[src/hdl/htbd_pkg.sv]
// shared types, constants and the microcode rom of the huffman table bit decoder
// no dependencies; imported by the sequencer, datapath and top level of the block
package htbd_pkg;

  localparam int DEF_TABLE_DEPTH     = 256;
  localparam int DEF_MAX_CODE_LENGTH = 16;

  localparam int SYM_W      = 8;
  localparam int CODE_W     = 16;
  localparam int LEN_W      = 5;
  localparam int IDX_W      = 8;
  localparam int ENTRIES_W  = 9;
  localparam int COUNT_W    = 32;
  localparam int CFG_DATA_W = 32;
  localparam int CFG_IDX_W  = 1;

  typedef enum logic [CFG_IDX_W-1:0] {
    REG_ENTRIES_IN_USE   = 1'b0,
    REG_SYMBOLS_EXPECTED = 1'b1
  } cfg_reg_t;

  typedef enum logic {
    OP_LOAD   = 1'b0,
    OP_DECODE = 1'b1
  } opcode_t;

  typedef struct packed {
    logic [SYM_W-1:0]  sym;
    logic [CODE_W-1:0] code;
    logic [LEN_W-1:0]  len;
  } row_t;

  localparam int ROW_W = $bits(row_t);

  // microprogram steps
  typedef enum logic [3:0] {
    ST_FETCH    = 4'd0,
    ST_DISPATCH = 4'd1,
    ST_CHECK    = 4'd2,
    ST_APPEND   = 4'd3,
    ST_SCAN     = 4'd4,
    ST_RESOLVE  = 4'd5,
    ST_EMIT     = 4'd6,
    ST_BACK     = 4'd7,
    ST_LOAD     = 4'd8
  } step_t;

  // jump conditions
  typedef enum logic [2:0] {
    COND_NEVER      = 3'd0,
    COND_ALWAYS     = 3'd1,
    COND_NO_WORD    = 3'd2,
    COND_IS_LOAD    = 3'd3,
    COND_COUNT_DONE = 3'd4,
    COND_SCAN_MORE  = 3'd5,
    COND_NO_RESULT  = 3'd6,
    COND_OUT_BUSY   = 3'd7
  } cond_t;

  typedef struct packed {
    logic  accept;
    logic  append;
    logic  scan_init;
    logic  scan;
    logic  emit;
    logic  write;
    cond_t cond;
    step_t target;
  } ctrl_t;

  typedef struct packed {
    logic in_valid;
    logic is_load;
    logic count_done;
    logic scan_more;
    logic no_result;
    logic out_busy;
  } stat_t;

  function automatic ctrl_t ucode_rom(step_t s);
    ctrl_t w;
    w        = '0;
    w.cond   = COND_ALWAYS;
    w.target = ST_FETCH;
    case (s)
      ST_FETCH: begin
        w.accept = 1'b1;
        w.cond   = COND_NO_WORD;
        w.target = ST_FETCH;
      end
      ST_DISPATCH: begin
        w.cond   = COND_IS_LOAD;
        w.target = ST_LOAD;
      end
      ST_CHECK: begin
        w.cond   = COND_COUNT_DONE;
        w.target = ST_FETCH;
      end
      ST_APPEND: begin
        w.append    = 1'b1;
        w.scan_init = 1'b1;
        w.cond      = COND_NEVER;
      end
      ST_SCAN: begin
        w.scan   = 1'b1;
        w.cond   = COND_SCAN_MORE;
        w.target = ST_SCAN;
      end
      ST_RESOLVE: begin
        w.cond   = COND_NO_RESULT;
        w.target = ST_FETCH;
      end
      ST_EMIT: begin
        w.emit   = 1'b1;
        w.cond   = COND_OUT_BUSY;
        w.target = ST_EMIT;
      end
      ST_BACK: begin
        w.cond   = COND_ALWAYS;
        w.target = ST_FETCH;
      end
      ST_LOAD: begin
        w.write  = 1'b1;
        w.cond   = COND_ALWAYS;
        w.target = ST_FETCH;
      end
      default: begin
        w.cond   = COND_ALWAYS;
        w.target = ST_FETCH;
      end
    endcase
    return w;
  endfunction

endpackage

[src/hdl/htbd_seq.sv]
// microcode sequencer: step counter, control rom lookup and conditional jumps
// depends on htbd_pkg
module htbd_seq
  import htbd_pkg::*;
(
  input  logic  clk,
  input  logic  rst_n,
  input  stat_t stat,
  output ctrl_t ctrl
);

  step_t step_r, step_nxt;
  logic  taken;

  // control word of the current step
  always_comb begin
    ctrl = ucode_rom(step_r);
  end

  // jump condition and next step
  always_comb begin
    case (ctrl.cond)
      COND_NEVER:      taken = 1'b0;
      COND_ALWAYS:     taken = 1'b1;
      COND_NO_WORD:    taken = !stat.in_valid;
      COND_IS_LOAD:    taken = stat.is_load;
      COND_COUNT_DONE: taken = stat.count_done;
      COND_SCAN_MORE:  taken = stat.scan_more;
      COND_NO_RESULT:  taken = stat.no_result;
      COND_OUT_BUSY:   taken = stat.out_busy;
      default:         taken = 1'b1;
    endcase
    step_nxt = taken ? ctrl.target : step_t'(step_r + 4'd1);
  end

  always_ff @(posedge clk) begin
    if (!rst_n) begin
      step_r <= ST_FETCH;
    end else begin
      step_r <= step_nxt;
    end
  end

`ifndef NO_ASSERTIONS
  a_emit_leaves: assert property (@(posedge clk) disable iff (!rst_n)
    (step_r == ST_EMIT && !stat.out_busy) |=> step_r == ST_BACK)
    else $error("emit step did not finish with a free output register");

  a_load_returns: assert property (@(posedge clk) disable iff (!rst_n)
    (step_r == ST_LOAD) |=> step_r == ST_FETCH)
    else $error("table row write did not return to fetch");

  a_scan_entry: assert property (@(posedge clk) disable iff (!rst_n)
    (step_r == ST_SCAN && $past(step_r) != ST_SCAN) |-> $past(step_r) == ST_APPEND)
    else $error("scan entered without appending a bit");
`endif

endmodule

[config.mk]
export PLATFORM = sky130hd
export DESIGN_NAME = htbd_seq
export DESIGN_NICKNAME = d
export VERILOG_FILES = /design/src/hdl/htbd_pkg.sv /design/src/hdl/htbd_seq.sv
export SDC_FILE = /design/constraint.sdc
export NUM_CORES = 1
export LEC_CHECK = 0
export ABC_AREA = 1
export BUFFER_PORTS_ARGS = -buffer_cell sky130_fd_sc_hd__buf_4
export CAP_MARGIN = 0
export CORE_UTILIZATION = 35
export CTS_CLUSTER_SIZE = 40
export DETAILED_ROUTE_END_ITERATION = 7
export MAX_ROUTING_LAYER = met4
export PLACE_DENSITY = 0.67
export SLEW_MARGIN = 0
export SYNTH_ARGS = -nofsm -noshare
export SYNTH_HDL_FRONTEND = slang
export SYNTH_SLANG_ARGS = --single-unit
[constraint.sdc]
create_clock -name clk -period 2 [get_ports clk]
set_input_delay 0.2 -clock clk [delete_from_list [all_inputs] [get_ports clk]]
set_output_delay 0.2 -clock clk [all_outputs]
set_load 0.05 [all_outputs]
**Yosys cells after proc, flatten, opt, wreduce, memory -nomap -nowiden**

Cells that the tools add are included.
Widths: inputs -> output; s select.

- Add/subtract/negate cells: 1
- Multiply operators: 0
- Div/mod/pow operators: 0
- Magnitude comparators: 0
- Eq/ne operators: 14
- Shifts and indexed selects: 0
- Muxes and demuxes: 9
- Bitwise logic cells: 0
- Reduce and logical (&&, ||, !) cells: 3

Operators with widths:

| cell | count |
|---|---|
| $pmux 3 s7 | 1 |
| $eq 3x3->1 const B | 4 |
| $eq 4x3->1 const B | 3 |
| $pmux 4 s3 | 1 |
| $eq 4x2->1 const B | 2 |
| $pmux 1 s8 | 1 |
| $eq 3x2->1 const B | 2 |
| $add 4x1->4 const B | 1 |
| $eq 4x1->1 const B | 1 |
| $eq 4x4->1 const B | 1 |
| $logic_not 4->1 | 1 |
| $mux 1 | 4 |
| $mux 4 | 1 |
| $eq 3x1->1 const B | 1 |
| $logic_not 3->1 | 1 |
| $mux 2 | 1 |
| $logic_not 1->1 | 1 |

- Register bits: 4
- Latch bits: 0
- Bits in writable memories: 0
- Memory bits (read-only): 0
- Bits of input ports: 8
- Output and inout port bits: 13
- Word-level logic and storage cells: 28
- Memories kept: 0

**Depth between registers and ports, before layout**

Gate-level depths: netlist (run 1).

- Word-level depth: 5
- Depth in mapped cells: 13
- Gate-level depth less buffers: 13

**Least setup slack after synthesis (run 1)**

OpenSTA, ideal clock, no wires.

- Kind: reg-to-output
- Start point: reg step_r[0]
- End point: out ctrl[7] (netlist bit)
- Data arrival time: 1.721 ns
- Data required time: 1.800 ns
- Slack: 0.079 ns
- Stages on the path, launching flop included: 5
- Buffers on the path: 0
- Path through: dfxtp_1 > inv_1 > ha_1 > inv_1 > nor3_1

RTL lines:

| element | RTL line | source |
|---|---|---|
| start: declaration | htbd_seq.sv:12 | `step_t step_r, step_nxt;` |
| start signal: assignment | htbd_seq.sv:40 | `step_r <= step_nxt;` |
| end: declaration | htbd_seq.sv:9 | `output ctrl_t ctrl` |

==> results.cfg, run 1 <==
[finish]
num-nets-final = 111
antennaDiodeCount = 0
syn_to_final_growth_pct = 31.03
fill_cells = 131
fin_util_pct = 50.52
multiInputGateArea_um2 = 349.1
regArea_um2 = 80.08
regMostFlops = step_r
drive_gt1_share_pct = 40.21
reg_top3 = step_r: 4 flops
largest_reg_flops = 4

[yosys]
ys_types = 20
ys_seq_elements = 4
syn_inst = 78
synth.net_count = 90
synth_area_um2 = 508.0
yosys_warnings = 0
synth_seq_area_share_pct = 15.76
postSynthAreaPerCell_um2 = 6.513

[timing]
whs_ns = 0.2237
min_period_ns = 1.734
rsz0062_at_grt = no
report.final.slew_viol_count = 0
hold_viol_final = 0
post-route-period-util_pct = 86.72
fin_skew_ns = 0.001156
finalSetupViolCount = 0
max_freq_mhz = 576.6
tns_ns = 0

[floorplan]
start_util_pct = 38.56
core-area_mm2 = 0.001318
chipWidth_um = 40.10
io-pin-count = 21
row_count = 13
dieArea_mm2 = 0.001608
die_h_um = 40.10

[grt]
overflow = 0
grt_start_max_net_pins = 9
track_usage_pct = 13.49
grt_pass1_wl_um = 1380
grt_pass1_vias = 358
antenna_found_initial = 0

[clock_tree]
cts_buffer_depth = 2
ctsHoldBuffers = 0
cts_buffers = 3
cts_max_level = 1
clk_root_buffer_cell = clkbuf_4
clock-sinks = 4
cts_tree = yes
ctsResizeCount = 0
clk-insertion-delay-late_ns = 0.23
clk_pin_slew_ns = 0.03
cts_setup_buffers = 0

[detailed_routing]
routed_via_density = 4.277
drtPass1Iterations = 4
drc = 0
drtAntennaViolNets = 0
vias = 479
wire_per_inst_um = 8.527
drt_iter0_markers = 8
wirelength_um = 955

[critical_path]
worstPathRequired_ns = 1.80
crit_slowest_cell = dfxtp_1
startpoint_type = flip-flop
critical_path_class = flip-flop to output pin
endpoint_kind = output pin
critPathMaxFanout = 4
max_stage_delay_ns = 0.37
critPathArrivalTime_ns = 1.53
crit_path_cell_trace = inv_1 -> ha_1 -> o21ai_0 -> nand3_1 -> nand2_2 -> buf_4
crit_buf_inv = 2
path_delay_family = flip-flops

[min_path]
hold_path.class = primary input to flip-flop

[outcome]
status = completed

[place]
place.port_buffers = 19
dp_hpwl_um = 814.7
gp_congestion = 0.7685

[flow_run]
maxCapViolations = 0
==> kinds of logic (layout without fill, tap and decap cells) <==
family                     after synthesis  after routing  synth area share (%)
xor gates and xnor gates                 2              2                 3.449
and+or+nand+nor                         48             48                 52.71
DFF                                      4              4                 15.76
adders and majority gates                4              4                 9.853
other                                    1              1                0.7382
AOI/OAI and AO/OA                        2              2                 1.969
buffers and inverters                   17             36                 15.52
==> synthesized netlist by cell type <==
cell type   n  share of area (%)
ha_1        4                9.9
o21ai_1     1               0.98
conb_1      1               0.74
dfxtp_1     4                 16
xor2_1      2                3.4
nor2_2      2                2.5
o21ai_0     1               0.98
nor3_1      1               0.98
nand3b_1    1                1.5
nor2_4      2                4.4
buf_6       1                2.2
buf_4       2                3.0
nand2_4     2                4.4
nand3_2     5                9.9
nand2_2     4                4.9
nand2_1    14                 10
nor2_1     12                8.9
inv_2       2                1.5
inv_1      12                8.9
nand3_1     5                4.9
==> worst reg2reg max path, cell delays in order, from the launching register on <==
cell	delay [ns]
dfxtp_1	0.36
inv_1	0.08
ha_1	0.21
inv_1	0.12
nand2_1	0.07
nand2_2	0.10
nand3_2	0.12
nor2_1	0.11
nand2_1	0.07
nand3_2	0.08
nand2_4	0.07
nor2_1	0.10
nor2_1	0.06
==> per-stage QoR <==
step           std cells  setup WS (ns)  instance area, µm²
5_1_grt              112         0.1589               665.6
4_1_cts              112         0.2538               665.6
6_report             112         0.2657               665.6
3_5_place_dp         109         0.3436               643.1
2_1_floorplan         78        0.07905               508.0
3_3_place_gp         109         0.3357               643.1
==> path summary, 6_finish.rpt <==
kind | startpoint | to | slack, ns | cells past startpoint
worst max register to register | step_r[1] | step_r[2] | 0.34 | 12
worst min register to register | step_r[0] | step_r[0] | 0.62 | 3
worst min-delay path | rst_n | step_r[3] | 0.22 | 3
worst max-delay path | step_r[0] | ctrl[4] | 0.27 | 6
==> cell type report <==
cell class	instances	share of cell area, %
tap	15	2.820
timing repair buffer	19	21.43
multi-input combinational	57	52.44
inverter	14	7.895
sequential	4	12.03
clock buffer	3	3.383
==> layer usage <==
layer | wire length, µm | vias up | global-route usage [%]
li1 | - | 269 | -
met1 | 445 | 200 | 14.62
met2 | 474 | 10 | 22.18
met3 | 34 | 0 | 3.333
met4 | 0 | 0 | 7.759
met5 | 0 | - | -
==> cell usage in the layout, fill, tap and decap left out <==
cell type / count
buf_4: 19
clkbuf_4: 3
conb_1: 1
dfxtp_1: 4
ha_1: 4
inv_1: 12
inv_2: 2
nand2_1: 14
nand2_2: 4
nand2_4: 2
nand3_1: 5
nand3_2: 5
nand3b_1: 1
nor2_1: 12
nor2_2: 2
nor2_4: 2
nor3_1: 1
o21ai_0: 1
o21ai_1: 1
xor2_1: 2
Power of run 1 is not shown: default switching activity piles up to over one toggle a cycle in this logic, so the estimate is an artifact.
==> inputs of run 2 (changes only) <==
--- a/config.mk
+++ b/config.mk
@@ -12,7 +12,7 @@
 export CTS_CLUSTER_SIZE = 40
 export DETAILED_ROUTE_END_ITERATION = 7
 export MAX_ROUTING_LAYER = met4
-export PLACE_DENSITY = 0.67
+export PLACE_DENSITY = 0.62
 export SLEW_MARGIN = 0
 export SYNTH_ARGS = -nofsm -noshare
 export SYNTH_HDL_FRONTEND = slang
==> results.cfg, run 2 (synthesized netlist as in run 1, its figures left out) <==
[finish]
drive_gt1_share_pct = 40.21
reg_top3 = step_r: 4 flops
regArea_um2 = 80.08
num-nets-final = 111
final_area_um2 = 665.6
layout_common_cells = buf_4 (19), nand2_1 (14), inv_1 (12), nor2_1 (12)
fill_cells = 143
antennaDiodeCount = 0
multiInputGateArea_um2 = 349.1
regMostFlops = step_r
syn_to_final_growth_pct = 31.03
largest_reg_flops = 4
layout_commonest_cell = buf_4

[detailed_routing]
drtPass1Iterations = 2
wire_per_inst_um = 8.920
vias = 499
wirelength_um = 999
drtAntennaViolNets = 0
routed_via_density = 4.455
drt_iter0_markers = 4
drc = 0

[critical_path]
rrSetupSlack_ns = 0.32
startpoint_type = flip-flop
reg2reg_from = step_r[1]
critPathMaxFanout = 4
critPathArrivalTime_ns = 1.54
rr_endpoint = step_r[2]
r2r_cells = 12
endpoint_kind = output pin
critical_path_class = flip-flop to output pin
worstPathRequired_ns = 1.80

[min_path]
min_to = step_r[1]
min_from = rst_n
hold_path_depth = 3
hold_path.class = primary input to flip-flop

[clock_tree]
cts_buffers = 3
clk_root_buffer_cell = clkbuf_4
cts_max_level = 1
clock-sinks = 4
cts_setup_buffers = 0
ctsResizeCount = 0
clk-insertion-delay-late_ns = 0.23
clk_pin_slew_ns = 0.04
cts_tree = yes
ctsHoldBuffers = 0
cts_buffer_depth = 2

[floorplan]
die_h_um = 40.10
core-area_mm2 = 0.001318
start_util_pct = 38.56
io-pin-count = 21
row_count = 13
chipWidth_um = 40.10
dieArea_mm2 = 0.001608

[timing]
rsz0062_at_grt = no
post-route-period-util_pct = 87.18
hold_viol_final = 0
report.final.slew_viol_count = 0
finalSetupViolCount = 0
max_freq_mhz = 573.6
worst_slack_ns = 0.2565
whs_ns = 0.2146
min_period_ns = 1.744
fin_skew_ns = 0.002493
tns_ns = 0

[grt]
grt_pass1_vias = 374
top_usage_layer = met2
grt_start_max_net_pins = 9
grt_pass1_wl_um = 1455
grtUsageMet1_pct = 16.83
track_usage_pct = 14.29
use_met3_pct = 3.333
antenna_found_initial = 0
overflow = 0
grtUsageMet2_pct = 22.18

[outcome]
status = completed

[place]
place.port_buffers = 19
dpl_worst_slack_ns = 0.3264
gp_congestion = 0.7554
dp_hpwl_um = 832.6
placed_cell_area_um2 = 643.1

[flow_run]
maxCapViolations = 0
-- run 2: worst max path at each step --
| stage | endpoint | slack [ns] | cells past startpoint | start |
|---|---|---|---|---|
| global route | ctrl[4] | 0.15 | 7 | step_r[0] |
| finish | ctrl[4] | 0.26 | 7 | step_r[0] |
| detailed placement | step_r[2] | 0.33 | 12 | step_r[1] |
| floorplan | ctrl[7] | 0.08 | 4 | step_r[0] |
| CTS | ctrl[4] | 0.25 | 7 | step_r[0] |
| global placement | step_r[3] | 0.35 | 13 | step_r[1] |
-- run 2: final cells by class --
class	instances	share of cell area (%)
repair buffers	19	21.43
multi-input cells	57	52.44
flip-flops and latches	4	12.03
clock buffers	3	3.383
well taps	15	2.820
inverters	14	7.895
-- run 2: stage by stage --
stage,util (%),std cells
after floorplan,-,78
after global placement,48.81,109
after detailed placement,48.81,109
after CTS,50.52,112
after global routing,50.52,112
final,50.52,112
-- run 2: per-layer routing --
layer  wire [µm]  vias to the layer above
met2         506                       12
met1         428                      214
li1            -                      270
met3          45                        3
met4          19                        0
met5           0                        -
-- run 2: critical path, stage by stage (launching register included) --
cell     delay, ns
dfxtp_1       0.33
inv_1         0.10
ha_1          0.25
nand3_2       0.16
nand2_4       0.13
nor2_4        0.03
nand2_2       0.10
buf_4         0.21
Power of run 2 is left out for the same reason.
==> inputs of run 3 (changes only) <==
--- a/config.mk
+++ b/config.mk
@@ -13,6 +13,7 @@
 export DETAILED_ROUTE_END_ITERATION = 7
 export MAX_ROUTING_LAYER = met4
 export PLACE_DENSITY = 0.62
+export REMOVE_ABC_BUFFERS = 1
 export SLEW_MARGIN = 0
 export SYNTH_ARGS = -nofsm -noshare
 export SYNTH_HDL_FRONTEND = slang
==> results.cfg, run 3 (synthesized netlist as in run 1, its figures left out) <==
[critical_path]
critPathArrivalTime_ns = 1.53
critPathMaxFanout = 6
rr_endpoint = step_r[1]
r2r_cells = 12
reg2reg_from = step_r[1]
endpoint_kind = output pin
startpoint_type = flip-flop
rrSetupSlack_ns = 0.34
critPathLaunch = step_r[1]
worstPathRequired_ns = 1.80
critical_path_class = flip-flop to output pin

[timing]
post-route-period-util_pct = 86.51
report.final.slew_viol_count = 0
finalSetupViolCount = 0
min_period_ns = 1.730
max_freq_mhz = 578.0
fin_skew_ns = 0.005769
rsz0062_at_grt = no
hold_viol_final = 0
whs_ns = 0.2124
tns_ns = 0

[clock_tree]
cts_max_level = 1
cts_buffer_depth = 2
ctsHoldBuffers = 0
clk_pin_slew_ns = 0.04
cts_tree = yes
clock-sinks = 4
ctsResizeCount = 0
clk-insertion-delay-late_ns = 0.24
cts_buffers = 3
cts_setup_buffers = 0
clk_root_buffer_cell = clkbuf_4

[grt]
antenna_found_initial = 0
grt_pass1_vias = 400
overflow = 0
grt_start_max_net_pins = 9
track_usage_pct = 14.64
grt_pass1_wl_um = 1552

[min_path]
min_to = step_r[3]
hold_path_depth = 3
min_from = rst_n
hold_path.class = primary input to flip-flop

[finish]
drive_gt1_share_pct = 40.21
layout_commonest_cell = buf_4
layout_common_cells = buf_4 (19), nand2_1 (14), inv_1 (12), nor2_1 (12)
fill_cells = 141
num-nets-final = 111
antennaDiodeCount = 0
regMostFlops = step_r
syn_to_final_growth_pct = 31.03
largest_reg_flops = 4
multiInputGateArea_um2 = 349.1
regArea_um2 = 80.08
reg_top3 = step_r: 4 flops

[detailed_routing]
routed_via_density = 4.313
wirelength_um = 1016
drc = 0
met2_length_um = 494
routed.top_layer = met3
drtPass1Iterations = 4
wl_met1_um = 457
wire_per_inst_um = 9.071
vias = 483
met3_wirelength_um = 64
drt_iter0_markers = 3
drtAntennaViolNets = 0

[flow_run]
maxCapViolations = 0

[place]
gp_congestion = 0.7720
dp_hpwl_um = 849.1
place.port_buffers = 19

[floorplan]
chipWidth_um = 40.10
row_count = 13
die_h_um = 40.10
dieArea_mm2 = 0.001608
core-area_mm2 = 0.001318
start_util_pct = 38.56
io-pin-count = 21

[outcome]
status = completed
-- run 3: cell counts in the layout (fill, tap and decap cells not counted) --
No cell type changed its count.
-- run 3: worst max-delay path, stage by stage, from the launching register on --
cell and delay [ns]:
dfxtp_1 0.37, inv_1 0.08, ha_1 0.21, inv_1 0.12, nand2_1 0.07, nand2_2 0.10, nand3_2 0.12, buf_4 0.22
-- run 3: cell type report --
type	instances	area share, %
Multi-Input combinational cell	57	52.44
Clock buffer	3	3.383
Inverter	14	7.895
Timing Repair Buffer	19	21.43
Tap cell	15	2.820
Sequential cell	4	12.03
-- run 3: layer usage --
metal	up-vias	global-route usage, %
met5	-	-
met4	0	5.172
met3	0	3.333
met2	15	24.60
met1	198	16.83
li1	270	-
-- run 3: how the worst max path moves through the flow --
stage	end	slack [ns]	cells past startpoint
after floorplan	ctrl[10]	-0.06	3
after global placement	step_r[1]	0.34	12
after detailed placement	step_r[2]	0.33	12
after CTS	ctrl[6]	0.26	7
after global routing	ctrl[6]	0.14	7
final	ctrl[6]	0.27	7
-- run 3: metrics by stage --
step / area, µm² / setup slack (ns) / std cells / util [%]
after floorplan: 481.7 / -0.05971 / 75 / -
after global placement: 643.1 / 0.3384 / 109 / 48.81
after detailed placement: 643.1 / 0.3347 / 109 / 48.81
after CTS: 665.6 / 0.2592 / 112 / 50.52
after global routing: 665.6 / 0.1417 / 112 / 50.52
final: 665.6 / 0.2699 / 112 / 50.52
Power of run 3 is left out for the same reason.
