==> src/hdl/htbd_pkg.sv <==
// shared types, constants and the microcode rom of the huffman table bit decoder
// no dependencies; imported by the sequencer, datapath and top level of the block
package htbd_pkg;

  localparam int DEF_TABLE_DEPTH     = 256;
  localparam int DEF_MAX_CODE_LENGTH = 16;

  localparam int SYM_W      = 8;
  localparam int CODE_W     = 16;
  localparam int LEN_W      = 5;
  localparam int IDX_W      = 8;
  localparam int ENTRIES_W  = 9;
  localparam int COUNT_W    = 32;
  localparam int CFG_DATA_W = 32;
  localparam int CFG_IDX_W  = 1;

  typedef enum logic [CFG_IDX_W-1:0] {
    REG_ENTRIES_IN_USE   = 1'b0,
    REG_SYMBOLS_EXPECTED = 1'b1
  } cfg_reg_t;

  typedef enum logic {
    OP_LOAD   = 1'b0,
    OP_DECODE = 1'b1
  } opcode_t;

  typedef struct packed {
    logic [SYM_W-1:0]  sym;
    logic [CODE_W-1:0] code;
    logic [LEN_W-1:0]  len;
  } row_t;

  localparam int ROW_W = $bits(row_t);

  // microprogram steps
  typedef enum logic [3:0] {
    ST_FETCH    = 4'd0,
    ST_DISPATCH = 4'd1,
    ST_CHECK    = 4'd2,
    ST_APPEND   = 4'd3,
    ST_SCAN     = 4'd4,
    ST_RESOLVE  = 4'd5,
    ST_EMIT     = 4'd6,
    ST_BACK     = 4'd7,
    ST_LOAD     = 4'd8
  } step_t;

  // jump conditions
  typedef enum logic [2:0] {
    COND_NEVER      = 3'd0,
    COND_ALWAYS     = 3'd1,
    COND_NO_WORD    = 3'd2,
    COND_IS_LOAD    = 3'd3,
    COND_COUNT_DONE = 3'd4,
    COND_SCAN_MORE  = 3'd5,
    COND_NO_RESULT  = 3'd6,
    COND_OUT_BUSY   = 3'd7
  } cond_t;

  typedef struct packed {
    logic  accept;
    logic  append;
    logic  scan_init;
    logic  scan;
    logic  emit;
    logic  write;
    cond_t cond;
    step_t target;
  } ctrl_t;

  typedef struct packed {
    logic in_valid;
    logic is_load;
    logic count_done;
    logic scan_more;
    logic no_result;
    logic out_busy;
  } stat_t;

  function automatic ctrl_t ucode_rom(step_t s);
    ctrl_t w;
    w        = '0;
    w.cond   = COND_ALWAYS;
    w.target = ST_FETCH;
    case (s)
      ST_FETCH: begin
        w.accept = 1'b1;
        w.cond   = COND_NO_WORD;
        w.target = ST_FETCH;
      end
      ST_DISPATCH: begin
        w.cond   = COND_IS_LOAD;
        w.target = ST_LOAD;
      end
      ST_CHECK: begin
        w.cond   = COND_COUNT_DONE;
        w.target = ST_FETCH;
      end
      ST_APPEND: begin
        w.append    = 1'b1;
        w.scan_init = 1'b1;
        w.cond      = COND_NEVER;
      end
      ST_SCAN: begin
        w.scan   = 1'b1;
        w.cond   = COND_SCAN_MORE;
        w.target = ST_SCAN;
      end
      ST_RESOLVE: begin
        w.cond   = COND_NO_RESULT;
        w.target = ST_FETCH;
      end
      ST_EMIT: begin
        w.emit   = 1'b1;
        w.cond   = COND_OUT_BUSY;
        w.target = ST_EMIT;
      end
      ST_BACK: begin
        w.cond   = COND_ALWAYS;
        w.target = ST_FETCH;
      end
      ST_LOAD: begin
        w.write  = 1'b1;
        w.cond   = COND_ALWAYS;
        w.target = ST_FETCH;
      end
      default: begin
        w.cond   = COND_ALWAYS;
        w.target = ST_FETCH;
      end
    endcase
    return w;
  endfunction

endpackage

==> src/hdl/htbd_datapath.sv <==
// datapath: input latch, config registers, bit accumulator, row scan, output register
// depends on htbd_pkg; drives the table ram ports
module htbd_datapath
  import htbd_pkg::*;
#(
  parameter int TABLE_DEPTH     = DEF_TABLE_DEPTH,
  parameter int MAX_CODE_LENGTH = DEF_MAX_CODE_LENGTH
) (
  input  logic                           clk,
  input  logic                           rst_n,
  input  ctrl_t                          ctrl,
  output stat_t                          stat,
  input  logic                           in_valid,
  input  logic                           in_opcode,
  input  logic [IDX_W-1:0]               in_row_index,
  input  logic [SYM_W-1:0]               in_row_symbol,
  input  logic [CODE_W-1:0]              in_row_code,
  input  logic [LEN_W-1:0]               in_row_length,
  input  logic                           in_code_bit,
  input  logic                           cfg_wr_en,
  input  logic [CFG_IDX_W-1:0]           cfg_index,
  input  logic [CFG_DATA_W-1:0]          cfg_wdata,
  output logic                           out_valid,
  input  logic                           out_ready,
  output logic [SYM_W-1:0]               out_symbol,
  output logic                           out_code_error,
  output logic                           out_final_symbol,
  output logic                           ram_we,
  output logic [$clog2(TABLE_DEPTH)-1:0] ram_waddr,
  output logic [ROW_W-1:0]               ram_wdata,
  output logic [$clog2(TABLE_DEPTH)-1:0] ram_raddr,
  input  logic [ROW_W-1:0]               ram_rdata
);

  localparam int AW   = $clog2(TABLE_DEPTH);
  localparam int PW   = $clog2(TABLE_DEPTH + 1);
  localparam int RW   = (PW > ENTRIES_W) ? PW : ENTRIES_W;
  localparam int IXW  = (PW > IDX_W) ? PW : IDX_W;
  localparam int ACW  = MAX_CODE_LENGTH;
  localparam int LW   = $clog2(MAX_CODE_LENGTH + 1);
  localparam int CMPW = (ACW > CODE_W) ? ACW : CODE_W;
  localparam int LCW  = (LW > LEN_W) ? LW : LEN_W;

  // latched input word
  opcode_t           op_r;
  logic [IDX_W-1:0]  idx_r;
  row_t              row_r;
  logic              bit_r;

  // config
  logic [ENTRIES_W-1:0] entries_r;
  logic [COUNT_W-1:0]   expected_r;

  // decode state
  logic [ACW-1:0]     acc_r, acc_nxt;
  logic [LW-1:0]      len_r, len_nxt;
  logic [COUNT_W-1:0] done_r, done_nxt;
  logic [PW-1:0]      ptr_r, ptr_nxt;
  logic               pend_r, pend_nxt;
  logic               matched_r, matched_nxt;
  logic [SYM_W-1:0]   hit_sym_r;

  // output register
  logic               out_valid_r, out_valid_nxt;
  logic [SYM_W-1:0]   out_symbol_r;
  logic               out_code_error_r;
  logic               out_final_r;

  logic [RW-1:0]  rows;
  logic [IXW-1:0] idx_x;
  logic           idx_ok;
  row_t           rd_row;
  logic           issue;
  logic           hit_now;
  logic           accepted;
  logic           out_busy;
  logic           emit_fire;

  assign accepted  = ctrl.accept && in_valid;
  assign out_busy  = out_valid_r && !out_ready;
  assign emit_fire = ctrl.emit && !out_busy;

  // rows searched, saturated at the table depth
  always_comb begin
    if (RW'(entries_r) > RW'(TABLE_DEPTH)) begin
      rows = RW'(TABLE_DEPTH);
    end else begin
      rows = RW'(entries_r);
    end
  end

  assign idx_x  = IXW'(idx_r);
  assign idx_ok = idx_x < IXW'(TABLE_DEPTH);

  // table ram
  assign ram_we    = ctrl.write && idx_ok;
  assign ram_waddr = idx_x[AW-1:0];
  assign ram_wdata = row_r;
  assign ram_raddr = ptr_r[AW-1:0];
  assign rd_row    = row_t'(ram_rdata);

  assign issue   = RW'(ptr_r) < rows;
  assign hit_now = pend_r
                && (LCW'(rd_row.len) == LCW'(len_r))
                && (CMPW'(rd_row.code) == CMPW'(acc_r));

  always_comb begin
    acc_nxt     = acc_r;
    len_nxt     = len_r;
    done_nxt    = done_r;
    ptr_nxt     = ptr_r;
    pend_nxt    = pend_r;
    matched_nxt = matched_r;
    if (ctrl.append) begin
      acc_nxt = {acc_r[ACW-2:0], bit_r};
      len_nxt = LW'(len_r + 1'b1);
    end
    if (ctrl.scan_init) begin
      ptr_nxt     = '0;
      pend_nxt    = 1'b0;
      matched_nxt = 1'b0;
    end
    if (ctrl.scan) begin
      pend_nxt = issue && !hit_now;
      if (issue) begin
        ptr_nxt = PW'(ptr_r + 1'b1);
      end
      if (hit_now) begin
        matched_nxt = 1'b1;
      end
    end
    if (emit_fire) begin
      acc_nxt = '0;
      len_nxt = '0;
      if (matched_r) begin
        done_nxt = COUNT_W'(done_r + 1'b1);
      end
    end
  end

  always_comb begin
    if (emit_fire) begin
      out_valid_nxt = 1'b1;
    end else if (out_ready) begin
      out_valid_nxt = 1'b0;
    end else begin
      out_valid_nxt = out_valid_r;
    end
  end

  always_comb begin
    stat.in_valid   = in_valid;
    stat.is_load    = (op_r == OP_LOAD);
    stat.count_done = done_r >= expected_r;
    stat.scan_more  = issue && !hit_now;
    stat.no_result  = !matched_r && (LW'(len_r) < LW'(MAX_CODE_LENGTH));
    stat.out_busy   = out_busy;
  end

  // control state
  always_ff @(posedge clk) begin
    if (!rst_n) begin
      entries_r   <= '0;
      expected_r  <= '0;
      acc_r       <= '0;
      len_r       <= '0;
      done_r      <= '0;
      ptr_r       <= '0;
      pend_r      <= 1'b0;
      matched_r   <= 1'b0;
      out_valid_r <= 1'b0;
    end else begin
      if (cfg_wr_en) begin
        case (cfg_reg_t'(cfg_index))
          REG_ENTRIES_IN_USE:   entries_r  <= cfg_wdata[ENTRIES_W-1:0];
          REG_SYMBOLS_EXPECTED: expected_r <= cfg_wdata[COUNT_W-1:0];
          default: ;
        endcase
      end
      acc_r       <= acc_nxt;
      len_r       <= len_nxt;
      done_r      <= done_nxt;
      ptr_r       <= ptr_nxt;
      pend_r      <= pend_nxt;
      matched_r   <= matched_nxt;
      out_valid_r <= out_valid_nxt;
    end
  end

  // payload registers
  always_ff @(posedge clk) begin
    if (accepted) begin
      op_r     <= opcode_t'(in_opcode);
      idx_r    <= in_row_index;
      row_r    <= '{sym: in_row_symbol, code: in_row_code, len: in_row_length};
      bit_r    <= in_code_bit;
    end
    if (ctrl.scan && hit_now) begin
      hit_sym_r <= rd_row.sym;
    end
    if (emit_fire) begin
      out_symbol_r     <= matched_r ? hit_sym_r : '0;
      out_code_error_r <= !matched_r;
      out_final_r      <= matched_r && (COUNT_W'(done_r + 1'b1) == expected_r);
    end
  end

  assign out_valid        = out_valid_r;
  assign out_symbol       = out_symbol_r;
  assign out_code_error   = out_code_error_r;
  assign out_final_symbol = out_final_r;

`ifndef NO_ASSERTIONS
  a_len_bound: assert property (@(posedge clk) disable iff (!rst_n)
    LW'(len_r) <= LW'(MAX_CODE_LENGTH))
    else $error("accumulated length above the longest code");

  a_acc_clean: assert property (@(posedge clk) disable iff (!rst_n)
    (acc_r >> len_r) == '0)
    else $error("accumulator holds bits above its length");

  a_error_word: assert property (@(posedge clk) disable iff (!rst_n)
    (out_valid_r && out_code_error_r) |-> (out_symbol_r == '0 && !out_final_r))
    else $error("error word carries a symbol or final flag");

  a_count_step: assert property (@(posedge clk) disable iff (!rst_n)
    (emit_fire && matched_r) |=> done_r == COUNT_W'($past(done_r) + 1'b1))
    else $error("symbol count did not advance on a decoded symbol");
`endif

endmodule

==> config.mk <==
export PLATFORM = sky130hd
export DESIGN_NAME = htbd_datapath
export DESIGN_NICKNAME = d
export VERILOG_FILES = /design/src/hdl/htbd_pkg.sv /design/src/hdl/htbd_datapath.sv
export SDC_FILE = /design/constraint.sdc
export NUM_CORES = 1
export LEC_CHECK = 0
export BUFFER_PORTS_ARGS = -buffer_cell sky130_fd_sc_hd__buf_4
export CORE_UTILIZATION = 59
export CTS_CLUSTER_SIZE = 20
export DETAILED_ROUTE_END_ITERATION = 8
export PLACE_DENSITY = 0.95
export RECOVER_POWER = 50
export SYNTH_ARGS = -nofsm -noshare
export SYNTH_HDL_FRONTEND = slang
export SYNTH_SLANG_ARGS = --single-unit
==> constraint.sdc <==
create_clock -name clk -period 4.7 [get_ports clk]
set_clock_uncertainty 0.05 [all_clocks]
set_input_delay 0.47 -clock clk [delete_from_list [all_inputs] [get_ports clk]]
set_output_delay 0.47 -clock clk [all_outputs]
set_load 0.1 [all_outputs]
**Word level (Yosys, flattened, before mapping)**

Index checks and enable logic that the tools add are counted.

- Word-level logic and storage cells: 64
- Register bits: 163
- Output and inout port bits: 63

- Add/sub/neg operators: 3
- Equality and inequality tests: 3
- Bitwise operators: 3
- Magnitude comparators: 5
- Reduce and logical (&&, ||, !) cells: 20
- Mux-type cells: 11

Operator list:

| cell | number |
|---|---|
| $mux 9 | 4 |
| $add 32x1->32 const B | 1 |
| $eq 32x32->1 | 1 |
| $ge 32x32->1 | 1 |
| $eq 16x16->1 | 1 |
| $logic_and 1x1->1 | 10 |
| $add 9x1->9 const B | 1 |
| $gt 9x9->1 const B | 1 |
| $lt 8x9->1 const B | 1 |
| $lt 9x9->1 | 1 |
| $mux 1 | 7 |
| $reduce_and 2->1 | 3 |
| $add 5x1->5 const B | 1 |
| $eq 5x5->1 | 1 |
| $lt 5x5->1 const B | 1 |
| $logic_not 1->1 | 4 |
| $reduce_bool 2->1 | 2 |
| $not 1->1 | 3 |
| $reduce_or 2->1 | 1 |

**Depth between registers and ports, before layout**

Gate-level depths: netlist of run 1.

- Depth after elaboration: 6
- Gate-level depth with buffers: 11
- Gate-level depth less buffers: 10

**Worst setup path before layout of run 1**

OpenSTA, ideal clock, no wires.

- Path type: register to output
- From: register done_r[0]
- To: output stat[3] (netlist bit)
- Setup slack: 1.758 ns
- Arrival time: 2.422 ns
- Stages on the path, launching flop included: 10
- Cell sequence: dfxtp_1 > inv_1 > ha_1 > nand2b_1 > a21o_1 > a21o_1 > a21oi_1 > o211ai_1 > a2111o_1 > a221o_1

RTL lines:

| element | RTL line | text |
|---|---|---|
| start, declared | htbd_datapath.sv:57 | `logic [COUNT_W-1:0] done_r, done_nxt;` |
| start signal, assigned | htbd_datapath.sv:182 | `done_r <= done_nxt;` |
| end, declared | htbd_datapath.sv:12 | `output stat_t stat,` |

==> results by group, run 1 <==
Route
  – Detailed Routing Iterations Pass 1: 5
  – DRC Markers: 0
  – Total Wirelength: 21,800 um
  – Initial drt markers: 583
  – Routed wire per std cell: 17.61 um
  – Vias per cell: 5.929
  – Routed via count: 7,340
  – Antenna-violating nets left: 0

Setup path
  – Crit path largest cell delay: 430 ps
  – Crit. End Element: output pin
  – CP max FO: 5
  – R2R Path Start: done_r[1]
  – Critical Path RT: 4180 ps
  – CP arrival: 3130 ps
  – Worst setup SP type: flop
  – Critical Path Most Common Cell: a21o_1
  – Setup crit start: done_r[0]
  – WS Path Type: flop to output pin
  – Reg2Reg Depth: 8
  – Crit path cell chain: inv_1, ha_1, nand2b_1, a21o_1, a21o_1, a21oi_1, o211ai_1, a2111o_1, a221o_1, buf_4
  – CP max-delay cell: a2111o_1

Power
  – Net Sw Frac: 0.2841
  – Internal: 2.504 mW
  – Pwr Density: 340.2 nW/um^2
  – Clock power frac: 0.411
  – Total power: 3.498 mW
  – Max VDD drop: 0.2346 mV
  – Flop pwr share: 0.440
  – Combinational cell fraction of total power: 0.149
  – NetSw: 0.9938 mW
  – Static leakage: 4.089 nW

CTS
  – Total CTS buffers: 17
  – CTS Root Cell: clkbuf_16
  – Later-pin clock latency in the skew report: 430 ps
  – Sink Count: 163
  – Bufs on Longest Clock Path: 2
  – PostCTS Resize Cnt: 0
  – CTS clk-pin slew, worst paths: 60 ps
  – Hold-fix buffers, CTS: 0
  – Setup bufs post-CTS: 0
  – CTS H-tree lvls: 4
  – CTS tree: yes

Outcome
  – Failing checks: max-capacitance violations, max-slew violations
  – Outcome: complete, but fails checks

Timing
  – Worst slew margin: -0.3464
  – Final Hold Viols: 0
  – Total Neg Setup Slack: 0 ps
  – Fin crit share: 0.7773
  – Setup violators final: 0
  – Unrepaired setup endpoints after global routing: false
  – Least-Margin Pin Slew: 2020 ps
  – Max Slew Vio Count: 40
  – Upper clock frequency limit: 273.7 MHz
  – Clock period minus worst slack: 3653 ps
  – Final setup margin: 1047 ps

Placement
  – Dpl ws: 1576 ps
  – PortBufs: 172
  – DP HPWL: 15,190 um
  – Placer congestion estimate: 0.9797

Synth
  – Seq/Total Area, Yosys: 0.4493
  – Yosys top cell area share: 0.2487
  – Count of cell types in the netlist: 58
  – Mapped Nets: 1,072
  – EDFF count, synth: 57
  – Top FF cell, synth: dfxtp_1
  – Netlist Area Pre-Place: 8533 um^2
  – Syn_area_per_cell: 9.377 um^2
  – Synth warn: 0
  – Synth cell count leaders: nand2_1, dfxtp_1, edfxtp_1, xnor2_1, a21boi_0
  – Synth area leader: dfxtp_1
  – Seq cells post-synth: 163
  – Synth area leaders: dfxtp_1, edfxtp_1, ha_1
  – Cell with the most instances after synthesis: nand2_1
  – Synth Instances: 910
  – Ys async rst share: 0

Die
  – Die ar.: 14,950 um^2
  – Num rows: 43
  – I/O pin cnt: 182
  – Initial core utilization: 0.6100
  – Die width: 122.3 um
  – CORE AREA: 13,990 um^2
  – Die height: 122.3 um

Run
  – Max_cap viols: 1

Global routing
  – GRT Overall Usage: 0.3006
  – Largest net degree at the start of global routing: 84
  – Initial antenna violation count: 0
  – First-pass GRT wire length: 34,180 um
  – Vias in the first global route: 6,747
  – Grt total ovfl: 0

Final layout
  – Fillers: 981
  – Share of cells above drive strength 1: 0.1777
  – Area grow syn2layout: 20.48%
  – Nets: 1,207
  – Ant diodes: 0

Min path
  – Worst Hold Launch: in_row_length[1]
  – Hold path depth: 1
  – Worst Hold Class: primary input to flop
==> per-stage QoR <==
step	util	hold slack, ps	cells	instance area, um^2
4_1_cts	0.7425	150.9	1238	10390
3_3_place_gp	0.6994	403.5	1206	9783
2_1_floorplan	-	387.8	910	8533
3_5_place_dp	0.6994	412.2	1206	9783
5_1_grt	0.7350	165.1	1238	10280
6_report	0.7350	182.6	1238	10280
==> registers in the layout, indices dropped and copies added, names as in the netlist, 8 cells and up <==
signal / flops
hit_sym_r: 8
entries_r: 9
out_symbol: 8
ram_waddr: 8
ptr_r: 9
expected_r: 32
acc_r: 16
ram_wdata: 29
done_r: 32
==> kinds of logic (layout without fill, tap and decap cells) <==
| family | Yosys count | in the layout | synth area share |
|---|---|---|---|
| and+or+nand+nor | 339 | 339 | 0.1979 |
| adders and majority gates | 43 | 43 | 0.06305 |
| DFF | 163 | 163 | 0.4493 |
| buffers and inverters | 102 | 250 | 0.05235 |
| xor gates and xnor gates | 86 | 86 | 0.08827 |
| AOI/OAI and AO/OA | 156 | 156 | 0.1240 |
| muxes | 21 | 21 | 0.02507 |
==> cells in the final DEF (no fill, tap or decap), types with 19 or more instances in the layout <==
cell type	netlist	routed
ha_1	43	43
clkbuf_4	0	47
nor2_1	45	45
dfxtp_1	106	106
o21ai_0	34	34
a21boi_0	52	52
inv_1	43	43
clkbuf_1	35	29
nand4_1	29	29
buf_4	13	99
nand2_1	129	129
and2_1	34	30
xnor2_1	57	57
a21oi_1	20	20
nand3_1	19	19
edfxtp_1	57	57
xor2_1	29	29
==> power by group through the flow <==
stage | clock, mW | combinational, mW | sequential, mW
6_report | 1.44 | 0.521 | 1.54
5_1_grt | 1.51 | 0.546 | 1.54
4_1_cts | 1.45 | 0.533 | 1.54
3_5_place_dp | 0 | 0.527 | 1.57
3_3_place_gp | 0 | 0.516 | 1.56
2_1_floorplan | 0 | 0.189 | 1.74
==> routing by layer <==
metal / GRT usage / wire (um)
met2: 0.4937 / 10540
met3: 0.06413 / 1845
met1: 0.3732 / 8556
met5: 0 / 0
met4: 0.1509 / 853
==> worst paths after layout <==
kind / to / slack [ps]
setup reg to reg: out_final_symbol / 1430
hold reg to reg: expected_r[24] / 420
hold / removal: ram_wdata[1] / 180
setup / recovery: stat[3] / 1050
==> area by class of cell <==
type                            instances  area (um^2)  area share
Sequential cell                       163         3834      0.3729
Multi-Input combinational cell        645         4253      0.4137
Tap cell                              180        225.2     0.02191
Clock inverter                         14        173.9     0.01692
Inverter                               44        165.2     0.01606
Timing Repair Buffer                  174         1201      0.1168
Clock buffer                           18        429.2     0.04174
==> worst max-delay path, delay by kind of cell (launching register included) <==
family / cells / cell delay, ps
AOI/OAI and AO/OA: 6 / 1500
adders and majority gates: 1 / 290
buffers and inverters: 2 / 330
DFF: 1 / 400
and+or+nand+nor: 1 / 170
Power figures use the tool's default switching activity.
==> inputs of run 2 (changes only) <==
--- a/config.mk
+++ b/config.mk
@@ -6,10 +6,10 @@
 export NUM_CORES = 1
 export LEC_CHECK = 0
 export BUFFER_PORTS_ARGS = -buffer_cell sky130_fd_sc_hd__buf_4
-export CORE_UTILIZATION = 59
+export CORE_UTILIZATION = 50
 export CTS_CLUSTER_SIZE = 20
 export DETAILED_ROUTE_END_ITERATION = 8
-export PLACE_DENSITY = 0.95
+export PLACE_DENSITY = 0.87
 export RECOVER_POWER = 50
 export SYNTH_ARGS = -nofsm -noshare
 export SYNTH_HDL_FRONTEND = slang
==> constraint.sdc (replaced) <==
create_clock -name clk -period 3.24 [get_ports clk]
set_clock_uncertainty 0.05 [all_clocks]
set_input_delay 0.324 -clock clk [delete_from_list [all_inputs] [get_ports clk]]
set_output_delay 0.324 -clock clk [all_outputs]
set_load 0.1 [all_outputs]
==> run 2 against run 1 <==
Sequential power rose by 45%. The flow still finishes with violations (max-capacitance violations, max-slew violations). Wire length decreased by 2.5%. Via count fell by 2.2%. First-iteration DRC count shrank 12%. Highest routed layer unchanged. Critical path depth unchanged. Final cell count rose by 5.3%. Critical path type unchanged.
==> results by group, run 2 (same netlist as run 1, synthesis figures left out) <==
Final layout
  – Cell area after layout: 10,650 um^2 (was 10,280 um^2)
  – Area of the multi-input gates: 4282 um^2 (was 4253 um^2)
  – Layout Cells excl Fill: 1,303 (was 1,238)
  – Seq. cell area: 3849 um^2 (was 3834 um^2)
  – Share of cells above drive strength 1: 0.2179 (was 0.1777)
  – Fin util: 0.6398 (was 0.7350)
  – Nets: 1,232 (was 1,207)
  – Fillers: 1,303 (was 981)
  – Commonest non-fill, non-tap cell in the layout: buf_4 (was nand2_1)
  – Most frequent cells in the layout: buf_4, nand2_1, dfxtp_1 (was nand2_1, dfxtp_1, buf_4)
  – Area grow syn2layout: 24.78% (was 20.48%)
  – Ant diodes: 0 (unchanged)

Setup path
  – Crit. End Element: output pin (unchanged)
  – Critical Path RT: 2870 ps (was 4180 ps)
  – CP max FO: 2 (was 5)
  – Worst setup SP type: flop (unchanged)
  – Crit path cell chain: inv_2, ha_4, nand2b_1, a21o_1, a21o_1, a21oi_2, o211ai_1, a2111o_1, a221o_1, buf_12 (was inv_1, ha_1, nand2b_1, a21o_1, a21o_1, a21oi_1, o211ai_1, a2111o_1, a221o_1, buf_4)
  – CP arrival: 2780 ps (was 3130 ps)
  – Worst Path Buf+Inv: 2 (unchanged)
  – WS Path Type: flop to output pin (unchanged)
  – Crit path largest cell delay: 400 ps (was 430 ps)
  – Family with the most delay on the worst path: compound AO/OA/AOI/OAI gates (unchanged)
  – Critical Path Most Common Cell: a21o_1 (unchanged)
  – CP max-delay cell: a2111o_1 (unchanged)

Placement
  – DP HPWL: 15,190 um (about the same)
  – PortBufs: 172 (unchanged)
  – Placer congestion estimate: 0.9370 (was 0.9797)
  – DP Cell Count: 1,263 (was 1,206)
  – Placement Cell Area: 9961 um^2 (was 9783 um^2)

CTS
  – CTS H-tree lvls: 4 (unchanged)
  – CTS Root Cell: clkbuf_16 (unchanged)
  – Sink Count: 163 (unchanged)
  – Total CTS buffers: 17 (unchanged)
  – Bufs on Longest Clock Path: 2 (unchanged)
  – CTS clk-pin slew, worst paths: 70 ps (was 60 ps)
  – Later-pin clock latency in the skew report: 430 ps (about the same)
  – CTS tree: yes (unchanged)

Die
  – I/O pin cnt: 182 (unchanged)
  – Die width: 132.6 um (was 122.3 um)
  – Initial core utilization: 0.5127 (was 0.6100)
  – Die ar.: 17,590 um^2 (was 14,950 um^2)
  – Num rows: 47 (was 43)
  – Die height: 132.6 um (was 122.3 um)
  – CORE AREA: 16,640 um^2 (was 13,990 um^2)

Timing
  – Worst slew margin: -0.3357 (was -0.3464)
  – Max Slew Vio Count: 40 (unchanged)
  – Clock period minus worst slack: 3159 ps
  – Least-Margin Pin Slew: 2004 ps (was 2020 ps)
  – Setup violators final: 0 (unchanged)
  – Final Hold Viols: 0 (unchanged)
  – Upper clock frequency limit: 316.6 MHz
  – Unrepaired setup endpoints after global routing: false (unchanged)
  – Total Neg Setup Slack: 0 ps (unchanged)
  – Fin crit share: 0.9749

Power
  – Static leakage: 4.281 nW (was 4.089 nW)
  – Pwr Density: 474.0 nW/um^2 (was 340.2 nW/um^2)
  – Max VDD drop: 0.3551 mV (was 0.2346 mV)

Run
  – Max_cap viols: 1 (unchanged)

Global routing
  – Vias in the first global route: 7,078 (was 6,747)
  – GRT Overall Usage: 0.2453 (was 0.3006)
  – Grt total ovfl: 0 (unchanged)
  – Largest net degree at the start of global routing: 84 (unchanged)
  – First-pass GRT wire length: 34,230 um (was 34,180 um)
  – Initial antenna violation count: 0 (unchanged)

Route
  – Total Wirelength: 21,260 um (was 21,800 um)
  – Antenna-violating nets left: 0 (unchanged)
  – Detailed Routing Iterations Pass 1: 7 (was 5)
  – Routed wire per std cell: 16.31 um (was 17.61 um)
  – Vias per cell: 5.509 (was 5.929)
  – Routed via count: 7,178 (was 7,340)
  – Initial drt markers: 512 (was 583)
  – DRC Markers: 0 (unchanged)

Outcome
  – Failing checks: max-capacitance violations, max-slew violations (unchanged)
  – Outcome: complete, but fails checks (unchanged)

Min path
  – Worst Hold Class: primary input to flop (unchanged)
==> run 2: worst paths after layout <==
path / start / end / slack [ps] / depth (start not counted)
min reg2reg: entries_r[7] / entries_r[7] / 420 / 2
min: ram_rdata[27] / hit_sym_r[6] / 30 / 1
max reg2reg: done_r[1] / out_final_symbol / 130 / 8
max: done_r[0] / stat[3] / 80 / 10
==> run 2: per-layer routing <==
metal | share of wire | up-vias | global-route usage
met3 | 0.061 | 49 | 0.04023
met4 | 0.029 | 0 | 0.1162
met5 | 0 | - | 0
met2 | 0.49 | 299 | 0.4216
met1 | 0.42 | 3351 | 0.2998
li1 | - | 3479 | -
==> run 2: layout make-up <==
cell class	instances	area share
inverters	44	0.01551
flip-flops and latches	163	0.3615
clock buffers	17	0.03995
well taps	220	0.02585
multi-input cells	645	0.4021
clock inverters	15	0.01645
repair buffers	199	0.1387
==> run 2: where the power goes <==
group / total (mW) / internal (mW) / switching, mW
Clock: 2.05 / 1.11 / 0.937
Sequential: 2.23 / 2.19 / 0.0401
Combinational: 0.777 / 0.247 / 0.530
Total: 5.05 / 3.54 / 1.51
==> run 2: repair_timing <==
action,CTS,global route
gates resized for setup,11,7
hold buffers,0,7
hold endpoints to repair,0,7
setup endpoints to repair,1,1
pin swaps,5,3
buffers inserted,1,0
==> run 2: worst reg2reg max path: cells and delay by family, from the launching register on <==
family	cells	cell delay, ps
XOR/XNOR	1	160
adder cells (fa/ha/maj)	1	370
AO/OA/AOI/OAI	1	430
flip-flops	1	440
AND/OR/NAND/NOR	5	1510
==> run 2: metrics by stage <==
stage	hold WS, ps	setup slack, ps	total power, mW
final	32.36	81.28	5.047
after global routing	22.65	6.940	5.207
after CTS	1.359	2.852	5.067
after detailed placement	408.4	283.7	3.039
after global placement	400.1	324.5	3.021
after floorplan	372.9	444.5	2.804
